**src/rtl/xks_pkg.sv**
```systemverilog
// shared types, constants and generator functions for the xorshift keystream byte cipher
package xks_pkg;

  localparam int unsigned WordW = 32;
  localparam int unsigned ByteW = 8;

  localparam logic [WordW-1:0] MultK = 32'h001d_a597;
  localparam logic [WordW-1:0] AddK2 = 32'h0085_c9c2;
  localparam logic [WordW-1:0] AddK3 = 32'h010b_9384;
  localparam logic [WordW-1:0] AddK4 = 32'h0191_5d46;
  localparam int unsigned ShlA = 11;
  localparam int unsigned ShrD = 19;

  // register indexes on the configuration port
  localparam logic RegKeyWord = 1'b0;

  // input beat kinds carried on tuser
  localparam logic CmdData   = 1'b0;
  localparam logic CmdReseed = 1'b1;

  typedef enum logic {
    ST_IDLE,
    ST_SEED
  } xks_state_t;

  typedef struct packed {
    logic       seed_start;
    logic       seed_en;
    logic [1:0] seed_step;
    logic       byte_en;
  } xks_cmd_t;

  typedef struct packed {
    logic out_full;
  } xks_status_t;

  // additive term of each seeding step
  function automatic logic [WordW-1:0] seed_add(input logic [1:0] step);
    logic [WordW-1:0] k;
    unique case (step)
      2'd0:    k = '0;
      2'd1:    k = AddK2;
      2'd2:    k = AddK3;
      default: k = AddK4;
    endcase
    return k;
  endfunction

endpackage

```
**src/rtl/xks_ctrl.sv**
```systemverilog
// controller state machine: beat acceptance and reseed sequencing
module xks_ctrl (
  input  logic               clk,
  input  logic               rst_n,
  input  logic               in_tvalid,
  input  logic               in_tuser,
  input  logic               out_tready,
  input  xks_pkg::xks_status_t status,
  output logic               in_tready,
  output xks_pkg::xks_cmd_t    cmd
);

  xks_pkg::xks_state_t state_r, state_nxt;
  logic [1:0]          step_r, step_nxt;
  logic                accept;

  always_ff @(posedge clk) begin
    if (!rst_n) begin
      state_r <= xks_pkg::ST_IDLE;
      step_r  <= '0;
    end else begin
      state_r <= state_nxt;
      step_r  <= step_nxt;
    end
  end

  always_comb begin
    state_nxt      = state_r;
    step_nxt       = step_r;
    in_tready      = 1'b0;
    accept         = 1'b0;
    cmd.seed_start = 1'b0;
    cmd.seed_en    = 1'b0;
    cmd.seed_step  = step_r;
    cmd.byte_en    = 1'b0;
    unique case (state_r)
      xks_pkg::ST_IDLE: begin
        in_tready = !status.out_full || out_tready;
        accept    = in_tready && in_tvalid;
        if (accept) begin
          if (in_tuser == xks_pkg::CmdReseed) begin
            cmd.seed_start = 1'b1;
            state_nxt      = xks_pkg::ST_SEED;
            step_nxt       = '0;
          end else begin
            cmd.byte_en = 1'b1;
          end
        end
      end
      xks_pkg::ST_SEED: begin
        cmd.seed_en = 1'b1;
        step_nxt    = step_r + 2'd1;
        if (step_r == 2'd3) begin
          state_nxt = xks_pkg::ST_IDLE;
        end
      end
      default: begin
        state_nxt = xks_pkg::ST_IDLE;
      end
    endcase
  end

endmodule

```
**src/rtl/xks_dp.sv**
```systemverilog
// datapath: generator words, seeding multiplier, keystream roll and output register
module xks_dp (
  input  logic                        clk,
  input  logic                        rst_n,
  input  xks_pkg::xks_cmd_t           cmd,
  input  logic [xks_pkg::WordW-1:0]   key_word,
  input  logic [xks_pkg::ByteW-1:0]   in_data,
  input  logic                        in_last,
  input  logic                        out_tready,
  output logic                        out_tvalid,
  output logic [xks_pkg::ByteW-1:0]   out_tdata,
  output xks_pkg::xks_status_t        status
);

  logic [xks_pkg::WordW-1:0] gen_r [4];
  logic [xks_pkg::WordW-1:0] gen_nxt [4];
  logic [xks_pkg::WordW-1:0] held_r, held_nxt;
  logic [1:0]                slot_r, slot_nxt;
  logic                      roll_r, roll_nxt;
  logic                      out_valid_r, out_valid_nxt;
  logic [xks_pkg::ByteW-1:0] out_data_r, out_data_nxt;

  logic [xks_pkg::WordW-1:0] seed_src, seed_prod, seed_word;
  logic [xks_pkg::WordW-1:0] t_word, mid_word, fin_word, ks_word;
  logic [1:0]                slot_use, slot_inc;
  logic [xks_pkg::ByteW-1:0] ks_byte;

  // seeding step: one 32x32 truncated multiply by the constant
  always_comb begin
    unique case (cmd.seed_step)
      2'd0:    seed_src = key_word;
      2'd1:    seed_src = gen_r[0];
      2'd2:    seed_src = gen_r[1];
      default: seed_src = gen_r[2];
    endcase
    seed_prod = xks_pkg::WordW'(seed_src * xks_pkg::MultK);
    seed_word = seed_prod ^ ((seed_src >> 5) + xks_pkg::seed_add(cmd.seed_step));
  end

  // xorshift128 roll
  always_comb begin
    t_word   = gen_r[0] ^ (gen_r[0] << xks_pkg::ShlA);
    mid_word = gen_r[3] ^ t_word ^ (t_word >> 8);
    fin_word = mid_word ^ (gen_r[3] >> xks_pkg::ShrD);
    ks_word  = roll_r ? {mid_word[31:16], fin_word[15:0]} : held_r;
    slot_use = roll_r ? 2'd0 : slot_r;
    unique case (slot_use)
      2'd0:    ks_byte = ks_word[31:24];
      2'd1:    ks_byte = ks_word[23:16];
      2'd2:    ks_byte = ks_word[15:8];
      default: ks_byte = ks_word[7:0];
    endcase
    slot_inc = slot_use + 2'd1;
  end

  always_comb begin
    for (int i = 0; i < 4; i++) begin
      gen_nxt[i] = gen_r[i];
    end
    held_nxt      = held_r;
    slot_nxt      = slot_r;
    roll_nxt      = roll_r;
    out_data_nxt  = out_data_r;
    out_valid_nxt = out_valid_r && !out_tready;
    if (cmd.seed_start) begin
      slot_nxt = '0;
      roll_nxt = 1'b1;
    end
    if (cmd.seed_en) begin
      gen_nxt[cmd.seed_step] = seed_word;
    end
    if (cmd.byte_en) begin
      if (roll_r) begin
        gen_nxt[0] = gen_r[1];
        gen_nxt[1] = gen_r[2];
        gen_nxt[2] = gen_r[3];
        gen_nxt[3] = fin_word;
        held_nxt   = ks_word;
      end
      out_data_nxt  = in_data ^ ks_byte;
      out_valid_nxt = 1'b1;
      if (in_last || slot_inc == 2'd0) begin
        slot_nxt = '0;
        roll_nxt = 1'b1;
      end else begin
        slot_nxt = slot_inc;
        roll_nxt = 1'b0;
      end
    end
  end

  always_ff @(posedge clk) begin
    if (!rst_n) begin
      for (int i = 0; i < 4; i++) begin
        gen_r[i] <= '0;
      end
      held_r      <= '0;
      slot_r      <= '0;
      roll_r      <= 1'b1;
      out_valid_r <= 1'b0;
    end else begin
      for (int i = 0; i < 4; i++) begin
        gen_r[i] <= gen_nxt[i];
      end
      held_r      <= held_nxt;
      slot_r      <= slot_nxt;
      roll_r      <= roll_nxt;
      out_valid_r <= out_valid_nxt;
    end
  end

  always_ff @(posedge clk) begin
    out_data_r <= out_data_nxt;
  end

  assign out_tvalid      = out_valid_r;
  assign out_tdata       = out_data_r;
  assign status.out_full = out_valid_r;

endmodule

```
**src/rtl/xorshift_keystream_byte_cipher.sv**
```systemverilog
// top level of the xorshift keystream byte cipher: config register, controller and datapath
// data beat: result in the next cycle, one beat per cycle while out_tready is high
// reseed beat: no result, input held off while the shared multiplier
//   derives the four generator words one per cycle
// every fourth byte (or first byte after end of buffer/reseed) rolls the generator in-line
// synchronous active-low reset clears generator words, keystream hold, slot and key register
module xorshift_keystream_byte_cipher (
  input  logic        clk,
  input  logic        rst_n,
  // input stream
  input  logic        in_tvalid,
  output logic        in_tready,
  input  logic [7:0]  in_tdata,   // [7:0] data_byte
  input  logic        in_tuser,   // [0] cmd (0 data byte, 1 reseed)
  input  logic        in_tlast,   // end_of_buffer
  // result stream
  output logic        out_tvalid,
  input  logic        out_tready,
  output logic [7:0]  out_tdata,  // [7:0] out_byte
  // configuration port
  input  logic        cfg_psel,
  input  logic        cfg_penable,
  input  logic        cfg_pwrite,
  input  logic [2:0]  cfg_paddr,
  input  logic [31:0] cfg_pwdata,
  output logic [31:0] cfg_prdata,
  output logic        cfg_pready
);

  xks_pkg::xks_cmd_t    cmd;
  xks_pkg::xks_status_t status;

  logic [xks_pkg::WordW-1:0] key_r, key_nxt;
  logic                      cfg_wr;
  logic                      cfg_hit;

  // register file: key word at byte address 0
  assign cfg_pready = 1'b1;
  assign cfg_hit    = (cfg_paddr[2] == xks_pkg::RegKeyWord);
  assign cfg_wr     = cfg_psel && cfg_penable && cfg_pwrite && cfg_pready;
  assign cfg_prdata = cfg_hit ? key_r : '0;

  always_comb begin
    key_nxt = key_r;
    if (cfg_wr && cfg_hit) begin
      key_nxt = cfg_pwdata;
    end
  end

  always_ff @(posedge clk) begin
    if (!rst_n) begin
      key_r <= '0;
    end else begin
      key_r <= key_nxt;
    end
  end

  // controller decides when a beat is taken and sequences the reseed
  xks_ctrl u_ctrl (
    .clk        (clk),
    .rst_n      (rst_n),
    .in_tvalid  (in_tvalid),
    .in_tuser   (in_tuser),
    .out_tready (out_tready),
    .status     (status),
    .in_tready  (in_tready),
    .cmd        (cmd)
  );

  // datapath holds generator state and the output register
  xks_dp u_dp (
    .clk        (clk),
    .rst_n      (rst_n),
    .cmd        (cmd),
    .key_word   (key_r),
    .in_data    (in_tdata),
    .in_last    (in_tlast),
    .out_tready (out_tready),
    .out_tvalid (out_tvalid),
    .out_tdata  (out_tdata),
    .status     (status)
  );

  // no beat taken while the reseed sequence runs
  a_seed_blocks_input: assert property (@(posedge clk) disable iff (!rst_n)
    cmd.seed_en |-> !in_tready)
    else $error("input accepted during reseed");

  // a data beat always produces a result in the next cycle
  a_data_gives_result: assert property (@(posedge clk) disable iff (!rst_n)
    (in_tvalid && in_tready && in_tuser == xks_pkg::CmdData) |=> out_tvalid)
    else $error("data beat lost");

  // a reseed beat starts the sequence at step zero
  a_reseed_starts: assert property (@(posedge clk) disable iff (!rst_n)
    (in_tvalid && in_tready && in_tuser == xks_pkg::CmdReseed) |=>
      (cmd.seed_en && cmd.seed_step == 2'd0))
    else $error("reseed did not start");

  // a stalled result holds off new input
  a_stall_blocks_input: assert property (@(posedge clk) disable iff (!rst_n)
    (out_tvalid && !out_tready) |-> !in_tready)
    else $error("input accepted over a stalled result");

endmodule
```
**config.mk**
```make
export PLATFORM = sky130hd
export DESIGN_NAME = xorshift_keystream_byte_cipher
export DESIGN_NICKNAME = d
export VERILOG_FILES = /design/src/rtl/xks_pkg.sv /design/src/rtl/xks_ctrl.sv /design/src/rtl/xks_dp.sv /design/src/rtl/xorshift_keystream_byte_cipher.sv
export SDC_FILE = /design/constraint.sdc
export NUM_CORES = 1
export LEC_CHECK = 0
export BUFFER_PORTS_ARGS = -buffer_cell sky130_fd_sc_hd__buf_2
export CAP_MARGIN = 20
export CORE_UTILIZATION = 25
export CTS_CLUSTER_SIZE = 25
export DETAILED_ROUTE_END_ITERATION = 10
export REMOVE_ABC_BUFFERS = 1
export SLEW_MARGIN = 20
export SYNTH_ARGS = -nofsm -noshare
export SYNTH_HDL_FRONTEND = slang
export SYNTH_HIERARCHICAL = 1
export SYNTH_SLANG_ARGS = --single-unit
```
**constraint.sdc**
```tcl
create_clock -name clk -period 8.6 [get_ports clk]
set_input_delay 0.86 -clock clk [delete_from_list [all_inputs] [get_ports clk]]
set_output_delay 0.86 -clock clk [all_outputs]
set_load 0.005 [all_outputs]
```
### Word-level counts from Yosys, hierarchy flattened

Memories as Yosys holds them, arrays and structs flattened.
Index checks and enable logic that the tools add are counted.

* memories kept: 1
* input bits: 52
* bits in registers: 79
* word-level logic and storage cells: 89
* output and inout bits: 43
* RAM bits: 128

Memories
* u_dp.gen_r: words 4, bits a word 32, read ports 4, clocked after Yosys merged registers in 0, write ports 4, line xks_dp.sv:15 `logic [xks_pkg::WordW-1:0] gen_r [4];`

* muxes and demuxes: 38
* equality and inequality tests: 7
* add/subtract/negate cells: 3
* magnitude comparators: 2
* bitwise logic cells: 13
* $mul: 1
* reductions and logical operators: 16

Operators with widths (count)
* 128-bit two-way mux: 3
* 32-bit two-way mux: 7
* 128-bit bitwise mux: 1
* 32-bit one-hot mux with 3 select lines: 1
* 32-bit XOR: 3
* 25-bit one-hot mux with 3 select lines: 1
* 32-bit demux with 2-bit select: 1
* 32-bit by 21-bit multiplier with 32-bit output, second input constant: 1
* 32-bit by 13-bit XOR with 32-bit output: 1
* 32-bit by 24-bit XOR with 32-bit output: 1
* 27-bit by 25-bit adder with 28-bit output: 1
* 8-bit one-hot mux with 3 select lines: 1
* 1-bit two-way mux: 15
* 2-bit two-way mux: 6
* 8-bit XOR: 1
* 2-bit equality test, second input constant: 3
* 1-bit logical AND: 6
* 2-bit zero test: 3
* 2-bit by 1-bit adder with 2-bit output, second input constant: 2
* 2-bit by 1-bit equality test with 1-bit output, second input constant: 2
* 1-bit OR: 4
* 2-bit one-hot mux with 2 select lines: 1
* 2-bit AND reduction: 2
* 3-bit >= comparator, second input constant: 1
* 9 further kinds: 12

### Depth between registers and ports, before layout

* depth in word-level cells: 10
* gate-level depth with buffers: 31
* gate-level depth less buffers: 27

### By module

Netlist, hierarchy kept.

By module, submodules not included
* xks_dp: area each 18805.5 um^2, sequential area each 3523.4 um^2, cells an instance 2205, instances 1
* xorshift_keystream_byte_cipher: area each 1537.7 um^2, sequential area each 640.6 um^2, cells an instance 177, instances 1
* xks_ctrl: area each 172.7 um^2, sequential area each 60.1 um^2, cells an instance 19, instances 1

### Least setup slack after synthesis

OpenSTA, ideal clock, no wires.

* path kind: register to register
* start point: reg u_ctrl.step_r[0]
* end point: mem u_dp/gen_r[2][28] (netlist bit)
* period minus slack after synthesis: 8049 ps
* data arrival time: 7964 ps
* required time: 8514 ps
* cell stages (with the launch flop): 30
* path buffers: 4
* setup time: 86 ps
* path slack: 551 ps
* cell sequence: dfxtp_1 ha_1 buf_2 inv_2 buf_1 clkbuf_1 clkbuf_1 mux2i_1 inv_1 fa_1 inv_1 fa_1 inv_1 fa_1 fa_1 fa_1 inv_1 fa_1 inv_1 fa_1 inv_1 ha_1 and4_1 nand4_1 or3_1 o22ai_1 nor2_1 o311ai_1 mux2i_1 a211oi_1

RTL lines
* start: declaration: line xks_ctrl.sv:14 `logic [1:0] step_r, step_nxt;`
* start signal: assignment: line xks_ctrl.sv:23 `step_r <= step_nxt;`
* end: declaration: line xks_dp.sv:15

==> metrics.md <==
| Metric | Value |
|---|---|
| Count of buffers from port buffering | 91 |
| Startpoint class of the critical path | flop |
| Register Area | 4230 um^2 |
| Worst endpoint required time | 9040 ps |
| Final global-route overflow total | 0 |
| Cell with the largest stage delay on the worst path | fa_1 |
| Pleak | 0.0102 uW |
| Async S/R FF share, synth | 0% |
| DRC errors left | 9 |
| Area taken by multi-input logic gates | 14400 um^2 |
| Critical path's most frequent cell | fa_1 |
| Cell count after synthesis | 2401 |
| Die width | 288 um |
| # IOs | 95 |
| Type of the tightest min-delay check | flop to flop |
| All-layer global routing usage | 15.6% |
| Total wire length after detailed routing | 65.3 mm |
| F_max | 123 MHz |
| Pin slew with the least headroom to its limit | 926 ps |
| Root buffer selected by CTS | clkbuf_16 |
| Most frequent standard cell in the layout excluding fill and tap cells | inv_1 |
| Setup repair after global routing missed its margin | false |
| Critical setup path kind | flop to flop |
| Maximum clock insertion buffer count | 3 |
| Post-DP Area | 22200 um^2 |
| Critical-path maximum fanout | 8 |
| Leading cell types in the layout, fill and taps excluded | inv_1 (357), nand2_1 (248), dfxtp_1 (198), fa_1 (186), ha_1 (178) |
| Via count of the routed design | 17000 |
| Worst hold slack | 454 ps |
| Drt first pass iters | 9 |
| Number of cells on the worst hold path | 2 |
| Synth-to-Final Area Change | 12.3% |
| Pin count of the biggest net entering global routing | 76 |
| Nets | 2875 |
| Core region area | 80800 um^2 |
| Max-cap violations | 0 |
| Summed instance area of the synthesized netlist | 20500 um^2 |
| First-pass GRT wire length | 99.2 mm |
| Flip-flop cell with the highest count after synthesis | dfxtp_1 |
| Clock-pin slew of the registers on the worst-case setup and hold paths | 70 ps |
| Number of enable flip-flop cells after synthesis | 8 |
| Violated checks | design-rule violations |
| Post-layout instance area | 23000 um^2 |
| Worst path max stage delay | 590 ps |
| Clock tree from TritonCTS | yes |
| Worst slew slack as a fraction of its limit | 38.2% |
| Share of final-layout standard cells stronger than drive strength 1 | 10.6% |
| Total Negative Setup Slacks | 0 ps |
| Post-Synthesis Mean Instance Area | 8.54 um^2 |
| YS warnings | 6 |
| Number of endpoints with negative hold slack in the final report | 0 |
| FF+latch count, synth | 207 |
| Depth of the worst register-to-register path | 27 |
| Worst clock skew on the final layout | 32.4 ps |
| Antenna violations before repair | 2 |
| Drt initial violations | 1491 |
| Critical Path Sink Type | flop |
| Number of endpoints failing setup at the final stage | 0 |
| Drt wl/cell | 18.5 um |
| Gp weighted congestion | 0.899 |
| Maximum level of the CTS H-tree | 1 |
| Total of fill cells in the finished design | 8619 |
| CTS sink count | 207 |
| Worst skew pair latency | 560 ps |
| Final min period | 8150 ps |
| Fin util | 28.5% |
| Number of setup buffers added after CTS | 0 |
| Outcome | complete, but fails checks |
| Via count of the first global-routing pass | 16200 |
| DPL Wire Length | 50.9 mm |
| Data arrival time of the critical path | 8590 ps |
| Register area share after synthesis | 20.6% |
| Final cycle utilization of the critical path | 94.7% |
| Vias per std cell | 4.82 |
| Initial standard-cell utilization of the core | 25.4% |
| Maximum vdd drop | 0.125 mV |
| FP Rows | 104 |
| Final Slew Violations | 0 |
| Num CTS Buffers | 24 |
| Die Ht | 288 um |
| Unique masters post-synth | 85 |
| Setup slack, reg-to-reg | 450 ps |
| Number of diodes added for antenna fixing | 0 |
| Die Outline Area | 83200 um^2 |
| Total power density per cell area | 163 nW/um^2 |
| Post-route ant nets | 0 |
power by group:
part	internal, uW	total, uW	switching, uW	leakage (uW)
Combinational	626	1600	978	0.00807
Clock	595	1060	463	0.000402
Sequential	1030	1090	65.8	0.00169
Total	2250	3750	1510	0.0102
sequential cells by signal (all words and copies together) (netlist names):
name / count
u_dp/out_tdata: 8
key_r: 32
u_dp/out_tvalid: 1
u_dp/roll_r: 1
u_dp/gen_r: 128
u_ctrl/state_r: 1
u_dp/slot_r: 2
u_ctrl/step_r: 2
u_dp/held_r: 32
path summary, 6_finish.rpt:
| path | endpoint | start |
|---|---|---|
| setup / recovery | u_dp/gen_r[0][29] | u_ctrl/step_r[0] |
| hold / removal | u_dp/held_r[26] | u_dp/held_r[26] |
| setup reg to reg | u_dp/gen_r[0][29] | u_ctrl/step_r[0] |
| hold reg to reg | u_dp/held_r[26] | u_dp/held_r[26] |
area by class of cell:
| type | instances | area share, % |
|---|---|---|
| Clock buffer | 35 | 3.18 |
| Timing Repair Buffer | 151 | 3.94 |
| Multi-Input combinational cell | 1713 | 62.6 |
| Tap cell | 1060 | 5.76 |
| Sequential cell | 207 | 18.3 |
| Clock inverter | 9 | 0.310 |
| Inverter | 359 | 5.85 |
through the flow:
| step | total power (uW) | setup slack [ps] | instances |
|---|---|---|---|
| floorplan | 2180 | 859 | 2279 |
| detailed placement | 2690 | 245 | 3490 |
| global route | 3980 | 91.9 | 3534 |
| CTS | 3760 | 206 | 3534 |
| global placement | 2680 | 280 | 3490 |
| finish | 3750 | 453 | 3534 |
critical path: cells and delay by family, from the launching register on:
kind                     cells  cell delay (ps)
AO/OA/AOI/OAI                4             1170
buffers and inverters        8              930
AND/OR/NAND/NOR              4              700
multiplexers                 1              230
adder cells (fa/ha/maj)      9             4240
flip-flops                   1              420
XOR/XNOR                     1              340
cell usage after synthesis, drive strengths merged, types with 4 or more instances:
master	number	area, um^2
xnor2	150	1320
nor2	141	529
nor3	10	55.1
o21bai	5	37.5
nand2	249	935
o21a	5	37.5
or3	17	106
a22o	4	35.0
edfxtp	8	240
o221ai	4	35.0
a32oi	6	52.6
mux2i	53	531
xor2	39	342
dfxtp	199	3980
nor2b	41	264
nand4	17	113
nand2b	5	31.3
mux2	30	338
inv	359	1350
buf	30	203
a21oi	174	890
nand3	24	120
a311oi	9	85.1
o22ai	8	70.1
o211a	5	50.1
and3	7	43.8
o21ai	124	624
and2	11	68.8
or2	8	52.6
nand3b	5	37.5
ha	181	2260
a31oi	23	144
a211oi	23	173
a22oi	21	158
a21o	35	263
a222oi	21	210
clkbuf	92	345
fa	186	3720
o211ai	31	238
what timing repair did:
item	CTS	global route
hold buffers	0	0
endpoints found under the setup margin	0	25
gates resized for setup	0	6
hold endpoints to repair	0	0
cells by family (layout without fill, tap and decap cells):
| kind of cell | Yosys count | after routing | synth area share [%] |
|---|---|---|---|
| DFF | 207 | 207 | 20.6 |
| buffers and inverters | 481 | 554 | 9.24 |
| adders and majority gates | 367 | 367 | 29.2 |
| and+or+nand+nor | 547 | 547 | 12.0 |
| muxes | 84 | 84 | 4.34 |
| AOI/OAI and AO/OA | 522 | 522 | 16.2 |
| other | 1 | 1 | 0.0183 |
| xor gates and xnor gates | 192 | 192 | 8.44 |
per-layer routing:
layer	track usage, %	part of all wire, %	vias to the layer above
li1	-	-	8100
met1	21.2	44	8259
met2	26.1	47	611
met3	1.52	6.2	77
met5	0	0	-
met4	4.21	2.5	0
Power figures use the tool's default switching activity.
